`config.mk`:
```
export PLATFORM = sky130hd
export DESIGN_NAME = clamped_line_rasterizer_unit
export DESIGN_NICKNAME = d
export VERILOG_FILES = /design/src/design/lrz_pkg.sv /design/src/design/lrz_cfg.sv /design/src/design/lrz_setup.sv /design/src/design/lrz_line.sv /design/src/design/clamped_line_rasterizer_unit.sv
export SDC_FILE = /design/constraint.sdc
export NUM_CORES = 1
export LEC_CHECK = 0
export ABC_AREA = 1
export BUFFER_PORTS_ARGS = -buffer_cell sky130_fd_sc_hd__buf_2
export CAP_MARGIN = 40
export CORE_AREA = 2 2 193 195
export CTS_BUF_LIST = sky130_fd_sc_hd__clkbuf_16
export DETAILED_ROUTE_END_ITERATION = 8
export DIE_AREA = 0 0 195 197
export HOLD_SLACK_MARGIN = 0.05
export SYNTH_ARGS = -nofsm -noshare
export SYNTH_HDL_FRONTEND = slang
export SYNTH_HIERARCHICAL = 1
export SYNTH_SLANG_ARGS = --single-unit
```
`constraint.sdc`:
```
create_clock -name clk -period 13.65 [get_ports clk]
set_input_delay 2.0475 -clock clk [delete_from_list [all_inputs] [get_ports clk]]
set_output_delay 2.0475 -clock clk [all_outputs]
set_load 0.02 [all_outputs]
```
`src/design/lrz_pkg.sv`:
```
package lrz_pkg;

    // Fixed field widths on the ports
    localparam int IN_COORD_W  = 16;
    localparam int OUT_COORD_W = 9;
    localparam int COLOR_W     = 16;
    localparam int CFG_W       = 10;
    localparam int CFG_IDX_W   = 1;
    localparam int IN_DATA_W   = 4 * IN_COORD_W + COLOR_W;
    localparam int OUT_DATA_W  = 56;

    // Register values after reset
    localparam int SCREEN_W_RST = 240;
    localparam int SCREEN_H_RST = 320;

    typedef logic [OUT_COORD_W-1:0] out_coord_t;
    typedef logic [IN_COORD_W-1:0]  in_coord_t;
    typedef logic [COLOR_W-1:0]     color_t;
    typedef logic [CFG_W-1:0]       cfg_data_t;

    typedef enum logic [0:0]
    {
        OP_START = 1'b0,
        OP_STEP  = 1'b1
    } opcode_t;

    typedef enum logic [CFG_IDX_W-1:0]
    {
        REG_SCREEN_WIDTH  = 1'b0,
        REG_SCREEN_HEIGHT = 1'b1
    } cfg_index_t;

    // Per-item strobes from the pipeline control to the line state
    typedef struct packed
    {
        logic start;
        logic step;
    } line_ctl_t;

endpackage

```
`src/design/lrz_cfg.sv`:
```
module lrz_cfg #(
    parameter int MAX_SIDE = 512,
    parameter int CW       = 9
) (
    input  logic                 clk,
    input  logic                 rst_n,
    input  logic                 wr_en,
    input  logic                 wr_index,
    input  lrz_pkg::cfg_data_t   wr_data,
    output logic [CW-1:0]        col_lim,
    output logic [CW-1:0]        row_lim
);
    import lrz_pkg::*;

    logic [CW-1:0] col_lim_reg;
    logic [CW-1:0] row_lim_reg;

    // Largest legal coordinate for a side size; zero acts as one,
    // anything above MAX_SIDE acts as MAX_SIDE
    function automatic logic [CW-1:0] side_lim(input cfg_data_t v);
        logic [CW-1:0] r;
        if (v == '0)
        begin
            r = '0;
        end
        else if (32'(v) > MAX_SIDE)
        begin
            r = CW'(MAX_SIDE - 1);
        end
        else
        begin
            r = CW'(v - 10'd1);
        end
        return r;
    endfunction

    // Limits are kept pre-reduced so the clamp sees a plain bound
    always_ff @(posedge clk or negedge rst_n)
    begin
        if (!rst_n)
        begin
            col_lim_reg <= side_lim(CFG_W'(SCREEN_W_RST));
            row_lim_reg <= side_lim(CFG_W'(SCREEN_H_RST));
        end
        else if (wr_en)
        begin
            case (cfg_index_t'(wr_index))
                REG_SCREEN_WIDTH:  col_lim_reg <= side_lim(wr_data);
                REG_SCREEN_HEIGHT: row_lim_reg <= side_lim(wr_data);
                default:           col_lim_reg <= col_lim_reg;
            endcase
        end
    end

    assign col_lim = col_lim_reg;
    assign row_lim = row_lim_reg;

endmodule

```
`src/design/lrz_setup.sv`:
```
module lrz_setup #(
    parameter int CW = 9,
    parameter int EW = 11
) (
    input  lrz_pkg::in_coord_t   x_first,
    input  lrz_pkg::in_coord_t   y_first,
    input  lrz_pkg::in_coord_t   x_final,
    input  lrz_pkg::in_coord_t   y_final,
    input  logic [CW-1:0]        col_lim,
    input  logic [CW-1:0]        row_lim,
    output logic [CW-1:0]        col0,
    output logic [CW-1:0]        row0,
    output logic [CW-1:0]        col1,
    output logic [CW-1:0]        row1,
    output logic [CW-1:0]        dist_col,
    output logic [CW-1:0]        dist_row,
    output logic                 dir_left,
    output logic                 dir_up,
    output logic                 straight,
    output logic signed [EW-1:0] err_init
);
    import lrz_pkg::*;

    // Clamp to the screen
    assign col0 = (x_first > IN_COORD_W'(col_lim)) ? col_lim : CW'(x_first);
    assign row0 = (y_first > IN_COORD_W'(row_lim)) ? row_lim : CW'(y_first);
    assign col1 = (x_final > IN_COORD_W'(col_lim)) ? col_lim : CW'(x_final);
    assign row1 = (y_final > IN_COORD_W'(row_lim)) ? row_lim : CW'(y_final);

    // Direction and absolute distances
    assign dir_left = col0 > col1;
    assign dir_up   = row0 > row1;
    assign dist_col = dir_left ? (col0 - col1) : (col1 - col0);
    assign dist_row = dir_up   ? (row0 - row1) : (row1 - row0);
    assign straight = (dist_col == '0) || (dist_row == '0);

    // Half the major distance, negative when rows dominate or the distances are equal
    always_comb
    begin
        if (dist_col > dist_row)
        begin
            err_init = $signed(EW'(dist_col >> 1));
        end
        else
        begin
            err_init = -$signed(EW'(dist_row >> 1));
        end
    end

endmodule

```
`src/design/lrz_line.sv`:
```
module lrz_line #(
    parameter int CW = 9,
    parameter int EW = 11
) (
    input  logic                 clk,
    input  logic                 rst_n,
    input  lrz_pkg::line_ctl_t   ctl,
    input  logic [CW-1:0]        col0,
    input  logic [CW-1:0]        row0,
    input  logic [CW-1:0]        col1,
    input  logic [CW-1:0]        row1,
    input  logic [CW-1:0]        dist_col,
    input  logic [CW-1:0]        dist_row,
    input  logic                 dir_left,
    input  logic                 dir_up,
    input  logic                 straight,
    input  logic signed [EW-1:0] err_init,
    input  lrz_pkg::color_t      in_color,
    output logic                 busy,
    output logic                 res_valid,
    output logic [CW-1:0]        res_col_lo,
    output logic [CW-1:0]        res_row_lo,
    output logic [CW-1:0]        res_col_hi,
    output logic [CW-1:0]        res_row_hi,
    output lrz_pkg::color_t      res_color,
    output logic                 res_last
);
    import lrz_pkg::*;

    logic                 busy_reg;
    logic                 busy_next;
    logic [CW-1:0]        cur_col_reg;
    logic [CW-1:0]        cur_row_reg;
    logic [CW-1:0]        end_col_reg;
    logic [CW-1:0]        end_row_reg;
    logic [CW-1:0]        dist_col_reg;
    logic [CW-1:0]        dist_row_reg;
    logic                 dir_left_reg;
    logic                 dir_up_reg;
    logic signed [EW-1:0] err_reg;
    color_t               color_reg;

    logic signed [EW-1:0] dc_s;
    logic signed [EW-1:0] dr_s;
    logic                 mv_col;
    logic                 mv_row;
    logic signed [EW-1:0] err_step;
    logic [CW-1:0]        col_step;
    logic [CW-1:0]        row_step;
    logic                 done;

    // One Bresenham step from the stored line state
    assign dc_s   = $signed(EW'(dist_col_reg));
    assign dr_s   = $signed(EW'(dist_row_reg));
    assign mv_col = err_reg > -dc_s;
    assign mv_row = err_reg < dr_s;

    always_comb
    begin
        err_step = err_reg;
        col_step = cur_col_reg;
        row_step = cur_row_reg;
        if (mv_col)
        begin
            err_step = err_step - dr_s;
            col_step = dir_left_reg ? (cur_col_reg - 1'b1) : (cur_col_reg + 1'b1);
        end
        if (mv_row)
        begin
            err_step = err_step + dc_s;
            row_step = dir_up_reg ? (cur_row_reg - 1'b1) : (cur_row_reg + 1'b1);
        end
    end

    assign done = (col_step == end_col_reg) && (row_step == end_row_reg);

    // Busy flag: a start drops any running line
    always_comb
    begin
        busy_next = busy_reg;
        if (ctl.start)
        begin
            busy_next = !straight;
        end
        else if (ctl.step && busy_reg && done)
        begin
            busy_next = 1'b0;
        end
    end

    always_ff @(posedge clk or negedge rst_n)
    begin
        if (!rst_n)
        begin
            busy_reg <= 1'b0;
        end
        else
        begin
            busy_reg <= busy_next;
        end
    end

    // Line state
    always_ff @(posedge clk)
    begin
        if (ctl.start)
        begin
            cur_col_reg  <= col0;
            cur_row_reg  <= row0;
            end_col_reg  <= col1;
            end_row_reg  <= row1;
            dist_col_reg <= dist_col;
            dist_row_reg <= dist_row;
            dir_left_reg <= dir_left;
            dir_up_reg   <= dir_up;
            color_reg    <= in_color;
            if (!straight)
            begin
                err_reg <= err_init;
            end
        end
        else if (ctl.step && busy_reg)
        begin
            cur_col_reg <= col_step;
            cur_row_reg <= row_step;
            err_reg     <= err_step;
        end
    end

    // Result of the current item
    always_comb
    begin
        res_valid  = ctl.start || (ctl.step && busy_reg);
        res_color  = color_reg;
        res_col_lo = col_step;
        res_row_lo = row_step;
        res_col_hi = col_step;
        res_row_hi = row_step;
        res_last   = done;
        if (ctl.start)
        begin
            res_color = in_color;
            res_last  = straight;
            if (straight)
            begin
                res_col_lo = dir_left ? col1 : col0;
                res_col_hi = dir_left ? col0 : col1;
                res_row_lo = dir_up ? row1 : row0;
                res_row_hi = dir_up ? row0 : row1;
            end
            else
            begin
                res_col_lo = col0;
                res_col_hi = col0;
                res_row_lo = row0;
                res_row_hi = row0;
            end
        end
    end

    assign busy = busy_reg;

endmodule

```
`src/design/clamped_line_rasterizer_unit.sv`:
```
// Channel   Dir  Handshake                     Payload
// s_axis    in   s_axis_tvalid/s_axis_tready   tuser opcode, tdata end points and colour
// m_axis    out  m_axis_tvalid/m_axis_tready   tdata window and colour, tlast end of line
// cfg       in   cfg_wr_en                     cfg_wr_index, cfg_wr_data (no read-back)
//
// One item per cycle sustained while the output is not stalled.
// Input register, one pass of clamp / setup / Bresenham step logic, result register.
// A step transfer while no line is running is consumed and gives no result.
// Output stall back-pressures the input register; both sides hold a transfer each.
// rst_n is asynchronous: idle, screen size 240 x 320.
module clamped_line_rasterizer_unit #(
    parameter int MAX_SIDE = 512
) (
    input  logic                          clk,
    input  logic                          rst_n,
    input  logic                          s_axis_tvalid,
    output logic                          s_axis_tready,
    // x_first, y_first, x_final, y_final, pixel_color
    input  logic [lrz_pkg::IN_DATA_W-1:0] s_axis_tdata,
    // opcode
    input  logic                          s_axis_tuser,
    output logic                          m_axis_tvalid,
    input  logic                          m_axis_tready,
    // col_low, row_low, col_high, row_high, color_out, zero pad
    output logic [lrz_pkg::OUT_DATA_W-1:0] m_axis_tdata,
    // last
    output logic                          m_axis_tlast,
    input  logic                          cfg_wr_en,
    input  logic [lrz_pkg::CFG_IDX_W-1:0] cfg_wr_index,
    input  logic [lrz_pkg::CFG_W-1:0]     cfg_wr_data
);
    import lrz_pkg::*;

    localparam int CW = $clog2(MAX_SIDE);
    localparam int EW = CW + 2;

    // Input register
    logic       in_valid_reg;
    logic       in_valid_next;
    opcode_t    op_reg;
    in_coord_t  x_first_reg;
    in_coord_t  y_first_reg;
    in_coord_t  x_final_reg;
    in_coord_t  y_final_reg;
    color_t     color_in_reg;

    // Result register
    logic       out_valid_reg;
    logic       out_valid_next;
    out_coord_t col_lo_reg;
    out_coord_t row_lo_reg;
    out_coord_t col_hi_reg;
    out_coord_t row_hi_reg;
    color_t     color_out_reg;
    logic       last_reg;

    logic       fire;
    logic       s_xfer;
    line_ctl_t  ctl;

    logic [CW-1:0]        col_lim;
    logic [CW-1:0]        row_lim;
    logic [CW-1:0]        col0;
    logic [CW-1:0]        row0;
    logic [CW-1:0]        col1;
    logic [CW-1:0]        row1;
    logic [CW-1:0]        dist_col;
    logic [CW-1:0]        dist_row;
    logic                 dir_left;
    logic                 dir_up;
    logic                 straight;
    logic signed [EW-1:0] err_init;
    logic                 busy;
    logic                 res_valid;
    logic [CW-1:0]        res_col_lo;
    logic [CW-1:0]        res_row_lo;
    logic [CW-1:0]        res_col_hi;
    logic [CW-1:0]        res_row_hi;
    color_t               res_color;
    logic                 res_last;

    // Pipeline control
    assign fire          = in_valid_reg && (!out_valid_reg || m_axis_tready);
    assign s_axis_tready = !in_valid_reg || fire;
    assign s_xfer        = s_axis_tvalid && s_axis_tready;
    assign ctl.start     = fire && (op_reg == OP_START);
    assign ctl.step      = fire && (op_reg == OP_STEP);

    always_comb
    begin
        in_valid_next = in_valid_reg;
        if (s_xfer)
        begin
            in_valid_next = 1'b1;
        end
        else if (fire)
        begin
            in_valid_next = 1'b0;
        end
    end

    always_comb
    begin
        out_valid_next = out_valid_reg;
        if (fire)
        begin
            out_valid_next = res_valid;
        end
        else if (m_axis_tready)
        begin
            out_valid_next = 1'b0;
        end
    end

    always_ff @(posedge clk or negedge rst_n)
    begin
        if (!rst_n)
        begin
            in_valid_reg  <= 1'b0;
            out_valid_reg <= 1'b0;
        end
        else
        begin
            in_valid_reg  <= in_valid_next;
            out_valid_reg <= out_valid_next;
        end
    end

    // Input payload capture
    always_ff @(posedge clk)
    begin
        if (s_xfer)
        begin
            op_reg       <= opcode_t'(s_axis_tuser);
            x_first_reg  <= s_axis_tdata[0*IN_COORD_W +: IN_COORD_W];
            y_first_reg  <= s_axis_tdata[1*IN_COORD_W +: IN_COORD_W];
            x_final_reg  <= s_axis_tdata[2*IN_COORD_W +: IN_COORD_W];
            y_final_reg  <= s_axis_tdata[3*IN_COORD_W +: IN_COORD_W];
            color_in_reg <= s_axis_tdata[4*IN_COORD_W +: COLOR_W];
        end
    end

    // Result payload capture
    always_ff @(posedge clk)
    begin
        if (fire && res_valid)
        begin
            col_lo_reg    <= out_coord_t'(res_col_lo);
            row_lo_reg    <= out_coord_t'(res_row_lo);
            col_hi_reg    <= out_coord_t'(res_col_hi);
            row_hi_reg    <= out_coord_t'(res_row_hi);
            color_out_reg <= res_color;
            last_reg      <= res_last;
        end
    end

    lrz_cfg #(
        .MAX_SIDE (MAX_SIDE),
        .CW       (CW)
    ) u_cfg (
        .clk      (clk),
        .rst_n    (rst_n),
        .wr_en    (cfg_wr_en),
        .wr_index (cfg_wr_index),
        .wr_data  (cfg_wr_data),
        .col_lim  (col_lim),
        .row_lim  (row_lim)
    );

    lrz_setup #(
        .CW (CW),
        .EW (EW)
    ) u_setup (
        .x_first  (x_first_reg),
        .y_first  (y_first_reg),
        .x_final  (x_final_reg),
        .y_final  (y_final_reg),
        .col_lim  (col_lim),
        .row_lim  (row_lim),
        .col0     (col0),
        .row0     (row0),
        .col1     (col1),
        .row1     (row1),
        .dist_col (dist_col),
        .dist_row (dist_row),
        .dir_left (dir_left),
        .dir_up   (dir_up),
        .straight (straight),
        .err_init (err_init)
    );

    lrz_line #(
        .CW (CW),
        .EW (EW)
    ) u_line (
        .clk        (clk),
        .rst_n      (rst_n),
        .ctl        (ctl),
        .col0       (col0),
        .row0       (row0),
        .col1       (col1),
        .row1       (row1),
        .dist_col   (dist_col),
        .dist_row   (dist_row),
        .dir_left   (dir_left),
        .dir_up     (dir_up),
        .straight   (straight),
        .err_init   (err_init),
        .in_color   (color_in_reg),
        .busy       (busy),
        .res_valid  (res_valid),
        .res_col_lo (res_col_lo),
        .res_row_lo (res_row_lo),
        .res_col_hi (res_col_hi),
        .res_row_hi (res_row_hi),
        .res_color  (res_color),
        .res_last   (res_last)
    );

    // Output channel
    assign m_axis_tvalid = out_valid_reg;
    assign m_axis_tlast  = last_reg;
    assign m_axis_tdata  = OUT_DATA_W'({color_out_reg, row_hi_reg, col_hi_reg,
                                        row_lo_reg, col_lo_reg});

`ifndef SYNTH
    // A start always produces a result
    a_start_result: assert property (@(posedge clk) disable iff (!rst_n)
        ctl.start |=> m_axis_tvalid)
        else $error("start transfer gave no result");

    // A step with no running line is swallowed
    a_idle_step: assert property (@(posedge clk) disable iff (!rst_n)
        (ctl.step && !busy) |=> !m_axis_tvalid)
        else $error("step while idle gave a result");

    // Input back-pressure only while the input register is occupied
    a_ready: assert property (@(posedge clk) disable iff (!rst_n)
        !s_axis_tready |-> in_valid_reg)
        else $error("input stalled with empty input register");

    // Only the final result of a line may be a wider window
    a_pixel: assert property (@(posedge clk) disable iff (!rst_n)
        (m_axis_tvalid && !m_axis_tlast) |->
            (col_lo_reg == col_hi_reg) && (row_lo_reg == row_hi_reg))
        else $error("non-final result is not a single pixel");
`endif

endmodule
```
==> results of run 1 <==
==> power breakdown <==
group | switching (mW) | internal (mW)
sequential | 0.0841 | 1.01
clock | 0.300 | 0.426
combinational | 1.26 | 0.649
total | 1.64 | 2.08
==> cell type report <==
| cell class | count | area, um^2 | area share, % |
|---|---|---|---|
| clock inverters | 22 | 231 | 1.31 |
| clock buffers | 26 | 651 | 3.69 |
| flip-flops and latches | 238 | 6900 | 39.1 |
| repair buffers | 160 | 848 | 4.81 |
| multi-input cells | 1334 | 7520 | 42.6 |
| well taps | 468 | 586 | 3.32 |
| inverters | 241 | 906 | 5.13 |
==> cell usage in the layout, fill, tap and decap left out, types with 30 or more instances in the layout <==
cell type and count:
a21oi_1 66, buf_2 152, edfxtp_1 201, ha_1 118
inv_1 230, nand2_1 540, nand2_2 30, nand3_1 114
nor2_1 119, o21ai_0 142, xor2_1 38
==> cells by family after synthesis <==
family | after synthesis
xor gates and xnor gates | 56
adders and majority gates | 126
AOI/OAI and AO/OA | 248
other | 1
buffers and inverters | 275
and+or+nand+nor | 900
DFF | 238
==> metrics by stage <==
step	cells	hold WS, ns
after floorplan	1847	0.412
after global placement	2438	0.422
after detailed placement	2441	0.429
after CTS	2489	0.445
after global routing	2489	0.466
final	2489	0.443
==> worst paths after layout <==
path                       cells past startpoint            startpoint                    to  slack [ns]
max in group asynchronous                      1                 rst_n      u_cfg/row_lim[1]       11.78
min in group asynchronous                      1                 rst_n          in_valid_reg        1.48
min                                            2  u_line/color_reg[14]  u_line/color_reg[14]        0.44
min reg2reg                                    2  u_line/color_reg[14]  u_line/color_reg[14]        0.44
max reg2reg                                   34      u_cfg/row_lim[5]         row_hi_reg[7]        6.68
max                                           34      u_cfg/row_lim[5]         row_hi_reg[7]        6.68
==> critical path, delay by kind of cell, from the launching register on <==
| family | cells | cell delay (ns) |
|---|---|---|
| AOI/OAI and AO/OA | 4 | 1.15 |
| adders and majority gates | 2 | 0.70 |
| buffers and inverters | 7 | 1.16 |
| DFF | 1 | 0.55 |
| and+or+nand+nor | 21 | 3.15 |
==> routing by layer <==
metal	vias to the layer above	global-route usage [%]
li1	6411	-
met1	5780	28.6
met2	364	34.1
met3	65	2.09
met4	0	6.81
met5	-	0
==> flow_summary.json, run 1 <==
{
  "synth_area_per_cell_um2": 8.40,
  "power_leakage_nw": 8.34,
  "synth_area_leaders": "edfxtp_1, nand2_1, ha_1",
  "cts_resized": 0,
  "peakVddDrop_mv": 0.107,
  "clockBufferDepth": 3,
  "synth_most_common_cell": "nand2_1",
  "ys_types": 56,
  "final_design_area_no_fill_um2": 17600,
  "wirelength_met1_mm": 18.7,
  "layout_setup_ws_ns": 6.68,
  "cp_slowest_cell": "o21ai_0",
  "place_ws_ns": 6.82,
  "nets": 2224,
  "synth_top_family_by_area": "simple AND/OR/NAND/NOR gates",
  "arrival_ns": 7.25,
  "viasPerCell": 5.07,
  "skew_ns": 0.0133,
  "top_layer": "met4",
  "utilization_pct": 48.7,
  "core_area_um2": 36300,
  "grt_pass1_wl_mm": 63.0,
  "antenna_found_initial": 0,
  "synthAdderAreaFrac_pct": 10.6,
  "p_per_area_nw_per_um2": 211,
  "dp.final_hpwl_mm": 30.7,
  "seq_area_frac_synth_pct": 44.6,
  "drive_gt1_share_pct": 15.1,
  "firstDrtPassIters": 7,
  "period_share_pct": 51.0,
  "hp-class": "register to register",
  "yosys_most_used_dff": "edfxtp_1",
  "cts-hold-fix-buffers": 0,
  "setup_viol": 0,
  "synthMuxAreaShare_pct": 0,
  "grt_pass1_vias": 12100,
  "post_cts_buffers": 0,
  "die_w_um": 195,
  "slowest_delay_ns": 0.79,
  "yosys.area.top_type": "edfxtp_1",
  "syn_area_um2": 15500,
  "worstMarginPinSlew_ns": 0.957,
  "cts_htree_levels": 1,
  "drc": 0,
  "async_flop_share_pct": 8.82,
  "area_growth_pct": 14.0,
  "clk_pin_slew_ns": 0.07,
  "drv_slew": 0,
  "route.met3.wl_mm": 1.99,
  "clock_sinks": 238,
  "place_congestion": 0.917,
  "dieArea_um2": 38400,
  "fill_cells": 3528,
  "maxSlewHeadroom_pct": 35.5,
  "finalHoldViolCount": 0,
  "die_y_um": 197,
  "fin_crit_ns": 6.97,
  "io_pins": 156,
  "fin_setup_tns_ns": 0,
  "yosys_warnings": 6,
  "cts_tree": "done",
  "p_total_mw": 3.72,
  "rsz0062_at_grt": "no",
  "drv_cap": 0,
  "wl_met2_mm": 18.0,
  "synth_common_cells": "nand2_1, inv_1, edfxtp_1",
  "cp.required_ns": 13.94,
  "synth_xor_area_share_pct": 3.31,
  "synth-simple-area-share_pct": 25.8,
  "fmaxAchievable_ghz": 0.144,
  "dpl-instance-area_um2": 16800,
  "start_kind": "register",
  "num_vias": 12600,
  "start_util_pct": 42.7,
  "synthCells": 1844,
  "crit_type": "register to register",
  "wirelength_mm": 39.8,
  "rows": 70,
  "crit_fanout": 17,
  "synth-seq-cells": 238,
  "status": "complete, no violations",
  "cts_root_buf": "clkbuf_16",
  "clk_latency_ns": 0.55,
  "ant_nets": 0,
  "cts_buffers": 26,
  "overflow": 0,
  "grt_usage_pct": 20.7,
  "synth_edf_count": 201,
  "io_buffers": 151,
  "synth_top_cell_area_share_pct": 39.0,
  "cp_common_cell": "nand2_1",
  "wl_per_cell_um": 16.0,
  "drtIter0Drc": 915,
  "critPathCaptureType": "register",
  "grt_max_degree": 83,
  "synth_compound_area_share_pct": 8.68,
  "diodes": 0
}
Power figures use the tool's default switching activity.
==> run 2: changes to the inputs <==
Clock period 13.65 ns to 6.05 ns, I/O delays scaled along.
==> flow_summary.json, run 2 (synthesis results as in run 1) <==
{
  "arrival_ns": 5.94,
  "die_y_um": 197,
  "grt_pass1_wl_mm": 64.1,
  "final_cells": 2519,
  "hp-class": "primary input to asynchronous set/reset pin",
  "cts_buffers": 27,
  "io_pins": 156,
  "peakVddDrop_mv": 0.214,
  "skew_ns": 0.0189,
  "critical_path.top_delay_family": "simple AND/OR/NAND/NOR gates",
  "fill_cells": 3562,
  "path_buf_inv": 5,
  "start_util_pct": 42.7,
  "setup_viol": 0,
  "grt_pass1_vias": 12100,
  "crit_fanout": 18,
  "crit_type": "register to register",
  "antenna_found_initial": 0,
  "core_area_um2": 36300,
  "r2r-start": "u_cfg/col_lim[7]",
  "drv_cap": 0,
  "cp_slowest_cell": "dfstp_2",
  "fin_setup_tns_ns": 0,
  "cp_common_cell": "nand2_1",
  "power_leakage_nw": 8.49,
  "clock_sinks": 238,
  "place_inst": 2468,
  "final_cell_mix": "nand2_1, inv_1, edfxtp_1",
  "worstMarginPinSlew_ns": 0.816,
  "critPathCaptureType": "register",
  "wirelength_mm": 40.3,
  "firstDrtPassIters": 6,
  "rsz0062_at_grt": "yes",
  "fmaxAchievable_ghz": 0.177,
  "cp.required_ns": 6.35,
  "fin_crit_ns": 5.64,
  "period_share_pct": 93.2,
  "utilization_pct": 49.3,
  "status": "complete, no violations",
  "r2r-end": "u_line/err_reg[6]",
  "dieArea_um2": 38400,
  "num_vias": 12700,
  "grt_max_degree": 78,
  "final_common_cell": "nand2_1",
  "finalHoldViolCount": 0,
  "clk_latency_ns": 0.57,
  "start_kind": "register",
  "wl_per_cell_um": 16.0,
  "cts_root_buf": "clkbuf_16",
  "grt_usage_pct": 21.1,
  "drive_gt1_share_pct": 16.6,
  "drc": 0,
  "nets": 2253,
  "place_congestion": 0.939,
  "drv_slew": 0,
  "maxSlewHeadroom_pct": 45.6,
  "die_w_um": 195,
  "cts-hold-fix-buffers": 0,
  "drtIter0Drc": 1023,
  "clockBufferDepth": 3,
  "slowest_delay_ns": 0.54,
  "ant_nets": 0,
  "viasPerCell": 5.02,
  "diodes": 0,
  "rrSetupSlack_ns": 0.41,
  "cts_tree": "done",
  "cts_htree_levels": 1,
  "rows": 70,
  "area_growth_pct": 15.6,
  "io_buffers": 151,
  "p_per_area_nw_per_um2": 470,
  "clk_pin_slew_ns": 0.07,
  "overflow": 0,
  "dp.final_hpwl_mm": 31.1,
  "rr_worst_depth": 32
}
## run 2: changes by cell type in the layout (fill, tap and decap cells not counted), moves of 3 or more
cell / delta
bufinv_16: -4
o21ai_0: -12
clkinv_4: -4
o21ai_2: +5
o21ai_1: +7
clkbuf_16: +3
buf_4: +29
inv_1: +6
nand2_4: +3
nand2_2: -4
## run 2: layout make-up
cell class / count / area (um^2) / area share [%]
flip-flops and latches: 238 / 6900 / 38.6
multi-input cells: 1334 / 7590 / 42.4
inverters: 241 / 916 / 5.12
clock inverters: 21 / 109 / 0.608
repair buffers: 188 / 1070 / 5.96
well taps: 468 / 586 / 3.27
clock buffers: 29 / 726 / 4.06
## run 2: worst max-delay path by stage
| stage | startpoint | slack (ns) | endpoint | depth (start not counted) |
|---|---|---|---|---|
| 2_1_floorplan | m_axis_tready | 0.16 | col_hi_reg[0] | 10 |
| 3_3_place_gp | u_cfg/col_lim[3] | -0.11 | u_line/err_reg[0] | 34 |
| 3_5_place_dp | u_cfg/col_lim[3] | -0.24 | u_line/err_reg[7] | 33 |
| 4_1_cts | u_cfg/col_lim[7] | 0.10 | u_line/err_reg[7] | 32 |
| 5_1_grt | u_cfg/col_lim[6] | -0.02 | u_line/err_reg[2] | 34 |
| 6_report | u_cfg/col_lim[7] | 0.41 | u_line/err_reg[6] | 32 |
## run 2: metal layers
metal	part of all wire [%]	up-vias	track usage (%)	routed length (um)
li1	-	6483	-	-
met1	47	5766	30.1	19000
met2	45	354	34.0	18300
met3	5.4	48	2.46	2190
met4	1.9	0	5.63	779
met5	0	-	0	0
## run 2: report_power, final
group	total [mW]	internal [mW]	switching, mW
sequential	2.46	2.27	0.194
combinational	4.41	1.53	2.88
clock	1.54	0.865	0.670
total	8.41	4.67	3.75
## run 2: timing repair
| item | CTS | global route |
|---|---|---|
| endpoints found under the setup margin | 11 | 45 |
| buffers inserted | 0 | 1 |
| gates resized for setup | 3 | 28 |
| gates cloned | 0 | 0 |
## run 2: metrics by stage
step / hold slack [ns] / worst slack [ns] / power [mW] / area [um^2]
after CTS: 0.325 / 0.101 / 8.43 / 17800
after global placement: 0.422 / -0.111 / 6.80 / 16900
after floorplan: 0.412 / 0.156 / 5.64 / 15500
after detailed placement: 0.428 / -0.238 / 6.85 / 17000
final: 0.333 / 0.414 / 8.41 / 17900
after global routing: 0.350 / -0.0218 / 9.15 / 17900
